`src/rtl/smpd_pkg.sv`:
```
`default_nettype none
package smpd_pkg;

  localparam int ACC_WIDTH_DEF   = 16;
  localparam int NUM_BUTTONS_DEF = 2;
  localparam int MAX_BUTTONS     = 2;
  localparam int SYNC_BIT        = 6;
  localparam int QUEUE_DEPTH     = 2;
  localparam int QPTR_W          = $clog2(QUEUE_DEPTH);
  localparam int QCNT_W          = $clog2(QUEUE_DEPTH + 1);

  localparam logic OP_BYTE = 1'b0;
  localparam logic OP_POLL = 1'b1;

  localparam logic [1:0] EV_DOWN   = 2'd0;
  localparam logic [1:0] EV_UP     = 2'd1;
  localparam logic [1:0] EV_MOTION = 2'd2;

  typedef struct packed {
    logic       operation;
    logic [7:0] serial_byte;
  } in_item_t;

  typedef struct packed {
    logic [1:0]         event_kind;
    logic               button_index;
    logic signed [15:0] delta_x;
    logic signed [15:0] delta_y;
    logic               last;
  } out_item_t;

  // one poll's worth of work handed from front to back
  typedef struct packed {
    logic [MAX_BUTTONS-1:0] btn_change;
    logic [MAX_BUTTONS-1:0] btn_state;
    logic                   motion;
    logic signed [15:0]     dx;
    logic signed [15:0]     dy;
  } job_t;

endpackage
`default_nettype wire

```
`src/rtl/smpd_front.sv`:
```
`default_nettype none
module smpd_front import smpd_pkg::*; #(
  parameter int ACC_WIDTH   = ACC_WIDTH_DEF,
  parameter int NUM_BUTTONS = NUM_BUTTONS_DEF
) (
  input  wire logic     clk,
  input  wire logic     rst_n,
  input  wire logic     cfg_wr_en,
  input  wire logic     cfg_wr_data,
  input  wire logic     in_valid,
  output logic          in_ready,
  input  wire in_item_t in_data,
  input  wire logic     q_full,
  output logic          q_push,
  output job_t          q_job
);

  localparam logic [MAX_BUTTONS-1:0] BTN_MASK =
    MAX_BUTTONS'((1 << NUM_BUTTONS) - 1);
  localparam logic signed [ACC_WIDTH-1:0] ACC_MAX = {1'b0, {(ACC_WIDTH-1){1'b1}}};
  localparam logic signed [ACC_WIDTH-1:0] ACC_MIN = {1'b1, {(ACC_WIDTH-1){1'b0}}};

  logic                        enable_r;
  logic [1:0]                  pos_r, pos_nxt;
  logic [7:0]                  header_r, header_nxt;
  logic [7:0]                  xlow_r, xlow_nxt;
  logic signed [ACC_WIDTH-1:0] acc_x_r, acc_x_nxt;
  logic signed [ACC_WIDTH-1:0] acc_y_r, acc_y_nxt;
  logic [MAX_BUTTONS-1:0]      btn_r, btn_nxt;
  logic [MAX_BUTTONS-1:0]      rep_r, rep_nxt;

  logic                        accept;
  logic [1:0]                  pos_eff;
  logic [7:0]                  dx8, dy8;
  logic signed [ACC_WIDTH:0]   sum_x, sum_y;
  logic signed [ACC_WIDTH-1:0] neg_y;
  logic signed [31:0]          ext_x, ext_y;
  logic [MAX_BUTTONS-1:0]      changed;
  logic                        has_motion;

  function automatic logic signed [ACC_WIDTH-1:0] sat(input logic signed [ACC_WIDTH:0] s);
    logic signed [ACC_WIDTH-1:0] r;
    if (s[ACC_WIDTH] != s[ACC_WIDTH-1]) begin
      r = s[ACC_WIDTH] ? ACC_MIN : ACC_MAX;
    end else begin
      r = s[ACC_WIDTH-1:0];
    end
    return r;
  endfunction

  assign in_ready = !q_full;
  assign accept   = in_valid && in_ready;

  always_comb begin
    dx8   = {header_r[1:0], 6'b0} + xlow_r;
    dy8   = {header_r[3:2], 6'b0} + in_data.serial_byte;
    sum_x = {acc_x_r[ACC_WIDTH-1], acc_x_r} + (ACC_WIDTH+1)'($signed(dx8));
    sum_y = {acc_y_r[ACC_WIDTH-1], acc_y_r} + (ACC_WIDTH+1)'($signed(dy8));
    neg_y = (acc_y_r == ACC_MIN) ? ACC_MAX : -acc_y_r;
    ext_x = 32'(acc_x_r);
    ext_y = 32'(neg_y);
    changed    = (btn_r ^ rep_r) & BTN_MASK;
    has_motion = (acc_x_r != '0) || (acc_y_r != '0);

    q_job.btn_change = changed;
    q_job.btn_state  = btn_r;
    q_job.motion     = has_motion;
    q_job.dx         = ext_x[15:0];
    q_job.dy         = ext_y[15:0];
    q_push = accept && (in_data.operation == OP_POLL) && enable_r &&
             ((changed != '0) || has_motion);
  end

  always_comb begin
    pos_nxt    = pos_r;
    header_nxt = header_r;
    xlow_nxt   = xlow_r;
    acc_x_nxt  = acc_x_r;
    acc_y_nxt  = acc_y_r;
    btn_nxt    = btn_r;
    rep_nxt    = rep_r;
    pos_eff    = in_data.serial_byte[SYNC_BIT] ? 2'd0 : pos_r;
    if (accept) begin
      if (in_data.operation == OP_BYTE) begin
        case (pos_eff)
          2'd0: begin
            header_nxt = in_data.serial_byte;
            pos_nxt    = 2'd1;
          end
          2'd1: begin
            xlow_nxt = in_data.serial_byte;
            pos_nxt  = 2'd2;
          end
          default: begin
            acc_x_nxt = sat(sum_x);
            acc_y_nxt = sat(sum_y);
            btn_nxt   = header_r[5:4];
            pos_nxt   = 2'd0;
          end
        endcase
      end else if (enable_r) begin
        rep_nxt = btn_r;
        if (has_motion) begin
          acc_x_nxt = '0;
          acc_y_nxt = '0;
        end
      end
    end
  end

  always_ff @(posedge clk) begin
    if (!rst_n) begin
      enable_r <= 1'b0;
      pos_r    <= '0;
      header_r <= '0;
      xlow_r   <= '0;
      acc_x_r  <= '0;
      acc_y_r  <= '0;
      btn_r    <= '0;
      rep_r    <= '0;
    end else begin
      if (cfg_wr_en) begin
        enable_r <= cfg_wr_data;
      end
      pos_r    <= pos_nxt;
      header_r <= header_nxt;
      xlow_r   <= xlow_nxt;
      acc_x_r  <= acc_x_nxt;
      acc_y_r  <= acc_y_nxt;
      btn_r    <= btn_nxt;
      rep_r    <= rep_nxt;
    end
  end

endmodule
`default_nettype wire

```
`src/rtl/smpd_queue.sv`:
```
`default_nettype none
module smpd_queue import smpd_pkg::*; (
  input  wire logic clk,
  input  wire logic rst_n,
  input  wire logic push,
  input  wire job_t push_job,
  output logic      full,
  input  wire logic pop,
  output logic      head_valid,
  output job_t      head_job
);

  job_t              slot_r [QUEUE_DEPTH];
  logic [QPTR_W-1:0] wr_ptr_r, rd_ptr_r;
  logic [QCNT_W-1:0] count_r;
  logic              do_push, do_pop;

  assign full       = (count_r == QCNT_W'(QUEUE_DEPTH));
  assign head_valid = (count_r != '0);
  assign head_job   = slot_r[rd_ptr_r];
  assign do_push    = push && !full;
  assign do_pop     = pop && head_valid;

  always_ff @(posedge clk) begin
    if (do_push) begin
      slot_r[wr_ptr_r] <= push_job;
    end
  end

  always_ff @(posedge clk) begin
    if (!rst_n) begin
      wr_ptr_r <= '0;
      rd_ptr_r <= '0;
      count_r  <= '0;
    end else begin
      if (do_push) begin
        wr_ptr_r <= wr_ptr_r + QPTR_W'(1);
      end
      if (do_pop) begin
        rd_ptr_r <= rd_ptr_r + QPTR_W'(1);
      end
      if (do_push && !do_pop) begin
        count_r <= count_r + QCNT_W'(1);
      end else if (do_pop && !do_push) begin
        count_r <= count_r - QCNT_W'(1);
      end
    end
  end

endmodule
`default_nettype wire

```
`src/rtl/smpd_back.sv`:
```
`default_nettype none
module smpd_back import smpd_pkg::*; (
  input  wire logic clk,
  input  wire logic rst_n,
  input  wire logic head_valid,
  input  wire job_t head_job,
  output logic      pop,
  output logic      out_valid,
  input  wire logic out_ready,
  output out_item_t out_data
);

  // pending bits: button 0, button 1, motion
  logic [2:0] done_r, done_nxt;
  logic [2:0] pend;
  logic       out_valid_r;
  out_item_t  out_data_r, out_data_nxt;
  logic       load;
  logic       is_last;
  logic [2:0] pick;

  assign out_valid = out_valid_r;
  assign out_data  = out_data_r;
  assign load      = head_valid && (!out_valid_r || out_ready);

  always_comb begin
    pend = {head_job.motion, head_job.btn_change} & ~done_r;
    out_data_nxt = '0;
    pick = 3'b000;
    if (pend[0]) begin
      pick = 3'b001;
      out_data_nxt.event_kind   = head_job.btn_state[0] ? EV_DOWN : EV_UP;
      out_data_nxt.button_index = 1'b0;
    end else if (pend[1]) begin
      pick = 3'b010;
      out_data_nxt.event_kind   = head_job.btn_state[1] ? EV_DOWN : EV_UP;
      out_data_nxt.button_index = 1'b1;
    end else begin
      pick = 3'b100;
      out_data_nxt.event_kind = EV_MOTION;
      out_data_nxt.delta_x    = head_job.dx;
      out_data_nxt.delta_y    = head_job.dy;
    end
    is_last = ((pend & ~pick) == 3'b000);
    out_data_nxt.last = is_last;
    pop = load && is_last;
    done_nxt = done_r;
    if (load) begin
      done_nxt = is_last ? 3'b000 : (done_r | pick);
    end
  end

  always_ff @(posedge clk) begin
    if (!rst_n) begin
      done_r      <= '0;
      out_valid_r <= 1'b0;
    end else begin
      done_r <= done_nxt;
      if (load) begin
        out_valid_r <= 1'b1;
      end else if (out_ready) begin
        out_valid_r <= 1'b0;
      end
    end
  end

  always_ff @(posedge clk) begin
    if (load) begin
      out_data_r <= out_data_nxt;
    end
  end

endmodule
`default_nettype wire

```
`src/rtl/serial_mouse_packet_decoder_core.sv`:
```
`default_nettype none
// Three-byte serial mouse decoder. Serial bytes and polls are taken one per cycle;
// bytes update the frame state and saturating motion accumulators straight away,
// and an enabled poll with something to report queues one job (two-entry queue)
// that the output side turns into one event per cycle while out_ready stays high:
// button 0, button 1, then motion, with last set on the final one. A poll thus
// yields 0 to 3 events; the input, bytes included, stalls only while the queue
// holds two unfinished polls, which back-pressure on the output can bring about.
module serial_mouse_packet_decoder_core import smpd_pkg::*; #(
  parameter int ACC_WIDTH   = ACC_WIDTH_DEF,
  parameter int NUM_BUTTONS = NUM_BUTTONS_DEF
) (
  input  wire logic      clk,
  input  wire logic      rst_n,
  input  wire logic      cfg_wr_en,
  input  wire logic      cfg_wr_data,
  input  wire logic      in_valid,
  output logic           in_ready,
  input  wire in_item_t  in_data,
  output logic           out_valid,
  input  wire logic      out_ready,
  output out_item_t      out_data
);

  logic q_full, q_push, q_pop, q_head_valid;
  job_t q_job, q_head;

  smpd_front #(
    .ACC_WIDTH   (ACC_WIDTH),
    .NUM_BUTTONS (NUM_BUTTONS)
  ) u_front (
    .clk         (clk),
    .rst_n       (rst_n),
    .cfg_wr_en   (cfg_wr_en),
    .cfg_wr_data (cfg_wr_data),
    .in_valid    (in_valid),
    .in_ready    (in_ready),
    .in_data     (in_data),
    .q_full      (q_full),
    .q_push      (q_push),
    .q_job       (q_job)
  );

  smpd_queue u_queue (
    .clk        (clk),
    .rst_n      (rst_n),
    .push       (q_push),
    .push_job   (q_job),
    .full       (q_full),
    .pop        (q_pop),
    .head_valid (q_head_valid),
    .head_job   (q_head)
  );

  smpd_back u_back (
    .clk        (clk),
    .rst_n      (rst_n),
    .head_valid (q_head_valid),
    .head_job   (q_head),
    .pop        (q_pop),
    .out_valid  (out_valid),
    .out_ready  (out_ready),
    .out_data   (out_data)
  );

endmodule
`default_nettype wire

```
`config.mk`:
```
export PLATFORM = sky130hd
export DESIGN_NAME = serial_mouse_packet_decoder_core
export DESIGN_NICKNAME = d
export VERILOG_FILES = /design/src/rtl/smpd_pkg.sv /design/src/rtl/smpd_front.sv /design/src/rtl/smpd_queue.sv /design/src/rtl/smpd_back.sv /design/src/rtl/serial_mouse_packet_decoder_core.sv
export SDC_FILE = /design/constraint.sdc
export NUM_CORES = 1
export LEC_CHECK = 0
export BUFFER_PORTS_ARGS = -buffer_cell sky130_fd_sc_hd__buf_2
export CORE_MARGIN = 2
export CORE_UTILIZATION = 25
export DETAILED_ROUTE_END_ITERATION = 8
export GPL_ROUTABILITY_DRIVEN = 1
export SETUP_SLACK_MARGIN = 0.05
export SYNTH_ARGS = -nofsm -noshare
export SYNTH_HDL_FRONTEND = slang
export SYNTH_SLANG_ARGS = --single-unit
```
`constraint.sdc`:
```
create_clock -name clk -period 12.2 [get_ports clk]
set_input_delay 1.22 -clock clk [delete_from_list [all_inputs] [get_ports clk]]
set_output_delay 1.22 -clock clk [all_outputs]
set_load 0.005 [all_outputs]
```
==> impl_metrics.toml, run 1 <==
[status]
status = "complete, no violations"

[detailed_routing]
ant_nets = 0
via_count = 5641
routedWlPerCell_um = 14.2
first_pass_iters = 5
viasPerCell = 4.55
wirelength_um = 17600
drtIter0Drc = 345
drcViolationCount = 0

[timing]
hold_violations = 0
fin_worst_skew_ns = 0.0128
rsz0062_at_grt = "false"
worst_hold_slack_ns = 0.475
finalMaxSlewViolations = 0
min_period_over_period_pct = 37.6
final.setup.tns_ns = 0
period_needed_ns = 4.59
max_freq_mhz = 218
finalSetupViolCount = 0
slew_headroom_pct = 22.6
tightestPinTransition_ns = 1.15

[synth]
synth_flop_cell = "edfxtp_1"
syn-cell-area_mm2 = 0.00837
synth_edf_count = 110
yosysSeqAreaShare_pct = 54.3
synth-warning-count = 0
synthCells = 735
synth.ff_latch_count = 172
synthArstFlopShare_pct = 0
synth.distinct_cells = 68
avgSynthCellArea_um2 = 11.4
synth_nets = 792

[power_and_ir_drop]
sw_frac_of_total_pct = 23.1
internal-power_w = 0.000983
total_power_w = 0.00128
p_leak_nw = 3.81
power.density_mw_per_mm2 = 132
pwr-share-seq_pct = 50.6
p_clk_share_pct = 40.3
peakVddDrop_uv = 86.4
p_switching_w = 0.000296
p_comb_share_pct = 9.1

[placement]
portBuffers = 52
gp_congestion = 0.814
dpl_cell_area_mm2 = 0.00910
dp_hpwl_um = 12900

[floorplanning]
fp-row-count = 66
die_w_um = 187
coreArea_mm2 = 0.0328
die-area_mm2 = 0.0349
initial_core_util_pct = 25.5
die_y_um = 187
pin_count = 53

[finish]
final_layout_size_suffix_gt1_share_pct = 13.9
fin_util_pct = 29.5
design_area_mm2 = 0.00967
area_growth_pct = 15.6
nets = 842
antenna_cells = 0

[critical_path]
crit_fanout = 13
r2r_cells = 11
crit_required_ns = 12.58
start_kind = "input port"
end_kind = "flip-flop"
worstSetupPathType = "input port to flip-flop"
worstPathArrival_ns = 4.97
reg2reg_slack_ns = 8.24

[grt]
antenna_found_initial = 3
grt_max_degree = 44
grt_pass1_vias = 5410
grt_overflow = 0
grt.total_usage_pct = 10.3
grt_first_pass_wirelength_um = 28700

[clock_network]
ctsHoldBuffers = 0
clock_latency_ns = 0.43
clockBufferDepth = 2
cts_tree = "built"
root_buffer = "clkbuf_16"
path_clk_slew_ns = 0.07
cts_setup_buffers = 0
ctsResizeCount = 0
htreeDepth = 4
cts_sinks = 172
cts_made_buffers = 17

[min_path]
hold_path_depth = 2
hold_path.class = "flip-flop to flip-flop"

[flow_run]
cap_violations = 0
==> metal layers <==
metal  global-route usage, %  part of all wire, %  up-vias
met3                    2.68                  5.2       23
li1                        -                    -     2839
met2                    15.6                   44      115
met1                    14.0                   49     2660
met4                    4.12                  1.8        4
met5                       0                 0.12        -
==> power groups by stage <==
stage               clock network [W]   logic, W  registers, W
finish                       0.000515   0.000116      0.000648
global route                 0.000547   0.000130      0.000650
CTS                          0.000528   0.000118      0.000648
detailed placement                  0   0.000117      0.000661
global placement                    0   0.000116      0.000661
floorplan                           0  0.0000748      0.000663
==> flip-flops by register name, summed over array words and instances (netlist names), named ones only <==
signal            flops
u_back.done_r         3
u_front.acc_x_r      16
u_queue.slot_r       74
u_front.xlow_r        8
u_front.rep_r         2
u_front.acc_y_r      16
u_front.header_r      6
u_back.out_data      36
u_front.enable_r      1
u_queue.rd_ptr_r      1
u_back.out_valid      1
u_front.pos_r         2
u_queue.count_r       2
u_front.btn_r         2
u_queue.wr_ptr_r      1
==> placed cells by master, fill, tap and decap left out, types with 5 or more instances in the layout <==
cell type / netlist / layout
edfxtp_1: 110 / 110
nor2_1: 72 / 71
dfxtp_1: 62 / 61
nand2_1: 59 / 59
mux2i_1: 53 / 53
buf_2: 3 / 52
a21oi_1: 42 / 42
ha_1: 40 / 40
o21ai_0: 25 / 25
xnor2_1: 22 / 22
xor2_1: 20 / 20
nor2b_1: 19 / 19
clkbuf_16: 0 / 18
nor3_1: 18 / 17
inv_1: 12 / 12
nand3_1: 11 / 11
and2_1: 11 / 11
a21o_1: 11 / 11
a221o_1: 11 / 11
o211ai_1: 10 / 10
a21boi_0: 9 / 9
o21a_1: 8 / 8
and3_1: 7 / 7
buf_4: 2 / 7
nand4_1: 5 / 5
nor4_1: 5 / 5
==> final cells by class <==
| type | count | area, um^2 |
|---|---|---|
| fillers | 3366 | 23100 |
| flip-flops and latches | 172 | 4550 |
| multi-input cells | 523 | 3650 |
| well taps | 442 | 553 |
| clock buffers | 24 | 513 |
| repair buffers | 59 | 313 |
| clock inverters | 8 | 53.8 |
| inverters | 12 | 45.0 |
==> metrics by stage <==
stage | cells | setup slack, ns
2_1_floorplan | 735 | 7.64
3_3_place_gp | 1208 | 7.29
3_5_place_dp | 1208 | 7.21
4_1_cts | 1240 | 7.67
5_1_grt | 1240 | 7.38
6_report | 1240 | 7.61
==> final timing paths <==
path	startpoint	end
min reg2reg	u_front.rep_r[1]$_SDFFE_PN0P_	u_front.rep_r[1]$_SDFFE_PN0P_
max	in_data[6]	u_front.acc_y_r[1]$_SDFFE_PN0P_
min	u_front.rep_r[1]$_SDFFE_PN0P_	u_front.rep_r[1]$_SDFFE_PN0P_
max reg2reg	u_front.header_r[2]$_SDFFE_PN0P_	u_front.acc_y_r[1]$_SDFFE_PN0P_
==> synth_stat cells, drive strengths merged, types with 10 or more instances <==
cell	number	share of area, %
nor2	72	3.2
mux2i	53	6.3
inv	12	0.54
a21oi	43	2.6
ha	40	6.0
nand3	11	0.66
edfxtp	110	39
dfxtp	62	15
and2	12	0.91
clkbuf	21	1.2
xnor2	22	2.3
a221o	14	1.7
o21ai	25	1.5
nor3	19	1.2
a21o	11	0.99
nand2	59	2.6
o211ai	10	0.90
xor2	20	2.1
nor2b	20	1.6
==> worst max-delay path: stages <==
cell and delay [ns]:
buf_2 0.13, ha_1 0.20, xnor2_1 0.13, xnor2_1 0.83, ha_1 0.46, a21o_1 0.19, a21o_1 0.17, a221o_1 0.34
a31o_1 0.25, mux2i_1 0.17, nor2_1 0.62, a221o_2 0.27
==> logic make-up after synthesis <==
kind of cell	share of synthesized area (%)
buf+inv	2.26
fa+ha+maj	6.46
flops	54.3
xor+xnor	4.40
compound gates	12.5
mux	6.52
simple gates	13.6
(Power assumes the default switching activity.)
==> run 2: changes to the inputs <==
==> constraint.sdc (replaced) <==
create_clock -name clk -period 4.1 [get_ports clk]
set_input_delay 0.41 -clock clk [delete_from_list [all_inputs] [get_ports clk]]
set_output_delay 0.41 -clock clk [all_outputs]
set_load 0.005 [all_outputs]
==> run 2 against run 1 <==
Against the previous run: global-route usage hardly changed; clock-buffer cell count is 3 lower; die area stayed put.
==> impl_metrics.toml, run 2 (synthesis results as in run 1) <==
[min_path]
hold_path.class = "input port to flip-flop"

[critical_path]
worst_path_max_delay_cell = "nor2_1"
crit_fanout = 13
crit_end = "u_front.acc_y_r[0]$_SDFFE_PN0P_"
reg2reg_slack_ns = 0.48
crit_required_ns = 4.46
r2r_cells = 11
path_buf_inv = 0
crit_chain = "ha_1 > xnor2_1 > xnor2_2 > ha_1 > a21o_1 > a21o_1 > a221o_1 > a31o_1 > mux2i_1 > nor2_1 > a221o_2"
r2r-end = "u_front.acc_y_r[0]$_SDFFE_PN0P_"
worstPathArrival_ns = 3.98
slowest_delay_ns = 0.63
crit_path_start = "u_front.header_r[2]$_SDFFE_PN0P_"
r2r-start = "u_front.header_r[2]$_SDFFE_PN0P_"
start_kind = "flip-flop"
crit_family = "compound AO/OA/AOI/OAI gates"
worstSetupPathType = "flip-flop to flip-flop"
end_kind = "flip-flop"
crit_cells = 11

[timing]
final.setup.tns_ns = 0
worst_hold_slack_ns = 0.241
layout_setup_ws_ns = 0.481
hold_violations = 0
min_period_over_period_pct = 88.3
max_freq_mhz = 276
finalMaxSlewViolations = 0
slew_headroom_pct = 43.3
period_needed_ns = 3.62
rsz0062_at_grt = "false"
finalSetupViolCount = 0
fin_worst_skew_ns = 0.0288
tightestPinTransition_ns = 0.851

[grt]
grt.total_usage_pct = 10.3
grt_pass1_vias = 5421
grt_overflow = 0
grt_max_degree = 44
antenna_found_initial = 2
grt_first_pass_wirelength_um = 28900

[floorplanning]
fp-row-count = 66
coreArea_mm2 = 0.0328
die_y_um = 187
die_w_um = 187
initial_core_util_pct = 25.5
die-area_mm2 = 0.0349
pin_count = 53

[clock_network]
clock_latency_ns = 0.44
htreeDepth = 4
cts_sinks = 172
ctsHoldBuffers = 0
root_buffer = "clkbuf_16"
cts_made_buffers = 17
cts_tree = "built"
clockBufferDepth = 2
path_clk_slew_ns = 0.06

[detailed_routing]
ant_nets = 0
via_count = 5668
drtIter0Drc = 324
viasPerCell = 4.56
routedWlPerCell_um = 14.3
drcViolationCount = 0
first_pass_iters = 5
wirelength_um = 17800

[flow_run]
cap_violations = 0

[finish]
top_register = "u_queue.slot_r"
layout_common_cells = "110 x edfxtp_1, 71 x nor2_1, 61 x dfxtp_1, 59 x nand2_1, 53 x mux2i_1"
fin_util_pct = 29.6
largest_reg_flops = 74
area_growth_pct = 16.1
final_layout_size_suffix_gt1_share_pct = 14.2
antenna_cells = 0
nets = 845
final_common_cell = "edfxtp_1"

[placement]
portBuffers = 52
dp_hpwl_um = 13000
gp_congestion = 0.818
dp_slack_ns = -0.0590

[power_and_ir_drop]
peakVddDrop_uv = 214
power.density_mw_per_mm2 = 391
p_leak_nw = 3.83
total_power_w = 0.00380

[status]
status = "complete, no violations"
==> run 2: repair_timing <==
| action | CTS | global route |
|---|---|---|
| setup endpoints to repair | 0 | 20 |
| gates resized for setup | 0 | 2 |
| setup buffers | 0 | 0 |
==> run 2: area by class of cell <==
| class | instances | area, um^2 |
|---|---|---|
| sequential | 172 | 4550 |
| tap | 442 | 553 |
| clock buffer | 21 | 460 |
| timing repair buffer | 62 | 348 |
| clock inverter | 11 | 95.1 |
| inverter | 12 | 45.0 |
| fill | 3366 | 23100 |
| multi-input combinational | 523 | 3670 |
==> run 2: worst min-delay path by stage <==
stage | startpoint | slack, ns | depth (start not counted) | to
detailed placement | u_back.done_r[0]$_SDFFE_PN0P_ | 0.46 | 2 | u_back.done_r[0]$_SDFFE_PN0P_
global placement | u_back.done_r[0]$_SDFFE_PN0P_ | 0.44 | 2 | u_back.done_r[0]$_SDFFE_PN0P_
global route | cfg_wr_data | 0.27 | 3 | u_front.enable_r$_SDFFE_PN0P_
CTS | cfg_wr_data | 0.23 | 3 | u_front.enable_r$_SDFFE_PN0P_
finish | cfg_wr_data | 0.24 | 3 | u_front.enable_r$_SDFFE_PN0P_
floorplan | u_back.done_r[0]$_SDFFE_PN0P_ | 0.43 | 2 | u_back.done_r[0]$_SDFFE_PN0P_
==> run 2: where the power goes <==
part / total [W] / leakage (nW) / internal (W) / switching [W]
Sequential: 0.00193 / 1.58 / 0.00191 / 0.0000269
Combinational: 0.000345 / 1.97 / 0.000145 / 0.000199
Clock: 0.00152 / 0.272 / 0.000864 / 0.000658
Total: 0.00380 / 3.83 / 0.00291 / 0.000884
==> run 2: metrics by stage <==
step | instance area (um^2) | instances
floorplan | 8370 | 735
global placement | 9140 | 1211
detailed placement | 9140 | 1211
CTS | 9700 | 1243
global route | 9710 | 1243
finish | 9710 | 1243
==> run 2: worst reg2reg max path, cell delays in order (launching register included) <==
cell,delay [ns]
dfxtp_1,0.31
ha_1,0.18
xnor2_1,0.16
xnor2_2,0.50
ha_1,0.42
a21o_1,0.19
a21o_1,0.17
a221o_1,0.33
a31o_1,0.23
mux2i_1,0.16
nor2_1,0.63
a221o_2,0.28
==> run 2: per-layer routing <==
layer  track usage [%]  part of all wire (%)  up-vias
met5                 0                 0.073        -
met4              3.60                   1.4        2
met3              2.38                   3.9       20
met2              15.8                    45       98
met1              14.1                    50     2711
li1                  -                     -     2837
==> run 3: changes to the inputs <==
--- a/config.mk
+++ b/config.mk
@@ -5,11 +5,12 @@
 export SDC_FILE = /design/constraint.sdc
 export NUM_CORES = 1
 export LEC_CHECK = 0
-export BUFFER_PORTS_ARGS = -buffer_cell sky130_fd_sc_hd__buf_2
+export BUFFER_PORTS_ARGS = -buffer_cell sky130_fd_sc_hd__buf_4
 export CORE_MARGIN = 2
 export CORE_UTILIZATION = 25
 export DETAILED_ROUTE_END_ITERATION = 8
 export GPL_ROUTABILITY_DRIVEN = 1
+export GPL_TIMING_DRIVEN = 0
 export SETUP_SLACK_MARGIN = 0.05
 export SYNTH_ARGS = -nofsm -noshare
 export SYNTH_HDL_FRONTEND = slang
==> run 3 against run 2 <==
Against the previous run: clock power increased by 4%; combinational power increased by 13%; sequential cell count did not move; cell area rose by 2.9%; maximum frequency grew 1.2%; core utilization up 0.87 points; sequential power about the same; non-clock buffer count increased by 21; power increased by 2.6%; critical path type unchanged.
==> impl_metrics.toml, run 3 (synthesis results as in run 1) <==
[floorplanning]
coreArea_mm2 = 0.0328
die_w_um = 187
die_y_um = 187
die-area_mm2 = 0.0349
pin_count = 53
fp-row-count = 66
initial_core_util_pct = 25.5

[critical_path]
end_kind = "flip-flop"
worstPathArrival_ns = 3.89
slowest_delay_ns = 0.56
crit_required_ns = 4.41
r2r-start = "u_front.header_r[2]$_SDFFE_PN0P_"
r2r-end = "u_front.acc_y_r[8]$_SDFFE_PN0P_"
crit_family = "compound AO/OA/AOI/OAI gates"
worstSetupPathType = "flip-flop to flip-flop"
r2r_cells = 12
reg2reg_slack_ns = 0.53
path_buf_inv = 1
start_kind = "flip-flop"
crit_fanout = 11
crit_chain = "ha_1 > xnor2_1 > xnor2_2 > ha_1 > a21o_1 > a21o_1 > a221o_1 > a31o_1 > mux2i_1 > nor2_1 > buf_2 > a221o_1"
worst_path_max_delay_cell = "xnor2_2"

[finish]
design_area_mm2 = 0.0100
finalNonFillerCells = 1264
fillers = 3316
area_growth_pct = 19.5
antenna_cells = 0
largest_reg_flops = 74
top_register = "u_queue.slot_r"
nets = 866
final_layout_size_suffix_gt1_share_pct = 14.4
final_common_cell = "edfxtp_1"
layout_common_cells = "110 x edfxtp_1, 71 x nor2_1, 62 x dfxtp_1, 59 x nand2_1, 54 x buf_4"

[clock_network]
ctsHoldBuffers = 0
ctsResizeCount = 0
htreeDepth = 4
cts_made_buffers = 17
path_clk_slew_ns = 0.07
clock_latency_ns = 0.43
cts_setup_buffers = 0
cts_tree = "built"
cts_sinks = 172
root_buffer = "clkbuf_16"
clockBufferDepth = 2

[timing]
max_freq_mhz = 280
layout_setup_ws_ns = 0.525
period_needed_ns = 3.57
min_period_over_period_pct = 87.2
final.setup.tns_ns = 0
fin_worst_skew_ns = 0.00948
hold_violations = 0
slew_headroom_pct = 38.5
worst_hold_slack_ns = 0.244
tightestPinTransition_ns = 0.923
finalSetupViolCount = 0
rsz0062_at_grt = "false"
finalMaxSlewViolations = 0

[grt]
antenna_found_initial = 0
grt_overflow = 0
grt_max_degree = 38
grt_pass1_vias = 5506
grt_first_pass_wirelength_um = 29400
grt.total_usage_pct = 10.6

[power_and_ir_drop]
peakVddDrop_uv = 226
power.density_mw_per_mm2 = 390
p_leak_nw = 3.92

[min_path]
min_to = "u_front.enable_r$_SDFFE_PN0P_"
hold_path_depth = 3
worstHoldStart = "cfg_wr_data"
hold_path.class = "input port to flip-flop"

[placement]
dp_hpwl_um = 13600
dpl_cell_area_mm2 = 0.00941
placedCellCount = 1232
portBuffers = 52
gp_congestion = 0.863
dp_slack_ns = -0.174

[flow_run]
cap_violations = 0

[detailed_routing]
wirelength_um = 18200
first_pass_iters = 5
routedWlPerCell_um = 14.4
via_count = 5726
viasPerCell = 4.53
drcViolationCount = 0
drtIter0Drc = 383
ant_nets = 0

[status]
status = "complete, no violations"
-- run 3: report_power, final --
| group | switching (W) | internal, W | total [W] |
|---|---|---|---|
| clock | 0.000712 | 0.000868 | 0.00158 |
| sequential | 0.0000232 | 0.00190 | 0.00193 |
| combinational | 0.000206 | 0.000185 | 0.000391 |
| total | 0.000941 | 0.00296 | 0.00390 |
-- run 3: metal layers --
layer,vias to the layer above,global-route usage [%],wire length [um],part of all wire (%)
li1,2878,-,-,-
met1,2724,14.0,8890,49
met2,103,16.6,8220,45
met3,21,2.80,765,4.2
met4,0,3.82,349,1.9
met5,-,0,0,0
-- run 3: worst max path at each step --
stage | from | end | slack [ns] | cells past startpoint
after detailed placement | in_data[6] | u_front.acc_y_r[8]$_SDFFE_PN0P_ | -0.17 | 13
after global routing | u_front.xlow_r[6]$_SDFFE_PN0P_ | u_front.acc_x_r[9]$_SDFFE_PN0P_ | 0.26 | 14
final | u_front.header_r[2]$_SDFFE_PN0P_ | u_front.acc_y_r[8]$_SDFFE_PN0P_ | 0.53 | 12
after global placement | out_ready | u_queue.count_r[1]$_SDFFE_PN0P_ | -0.39 | 7
after CTS | u_front.header_r[2]$_SDFFE_PN0P_ | u_front.acc_y_r[8]$_SDFFE_PN0P_ | 0.08 | 12
after floorplan | in_data[6] | u_front.acc_y_r[11]$_SDFFE_PN0P_ | 0.61 | 12
-- run 3: area by class of cell --
class	instances	area (um^2)	area share, %
plain buffers	28	144	1.44
clock buffers	19	443	4.43
multi-input cells	523	3670	36.7
well taps	442	553	5.53
inverters	12	45.0	0.450
repair buffers	55	473	4.73
flip-flops and latches	172	4540	45.4
clock inverters	13	129	1.29
-- run 3: stage by stage --
stage,util (%),total power [W]
detailed placement,28.7,0.00236
global placement,28.4,0.00235
CTS,30.5,0.00393
finish,30.5,0.00390
floorplan,-,0.00219
global route,30.5,0.00405
-- run 3: tightest hold or removal path, stage by stage --
cell     delay, ns
buf_4         0.08
mux2i_1       0.05
nor2b_1       0.09
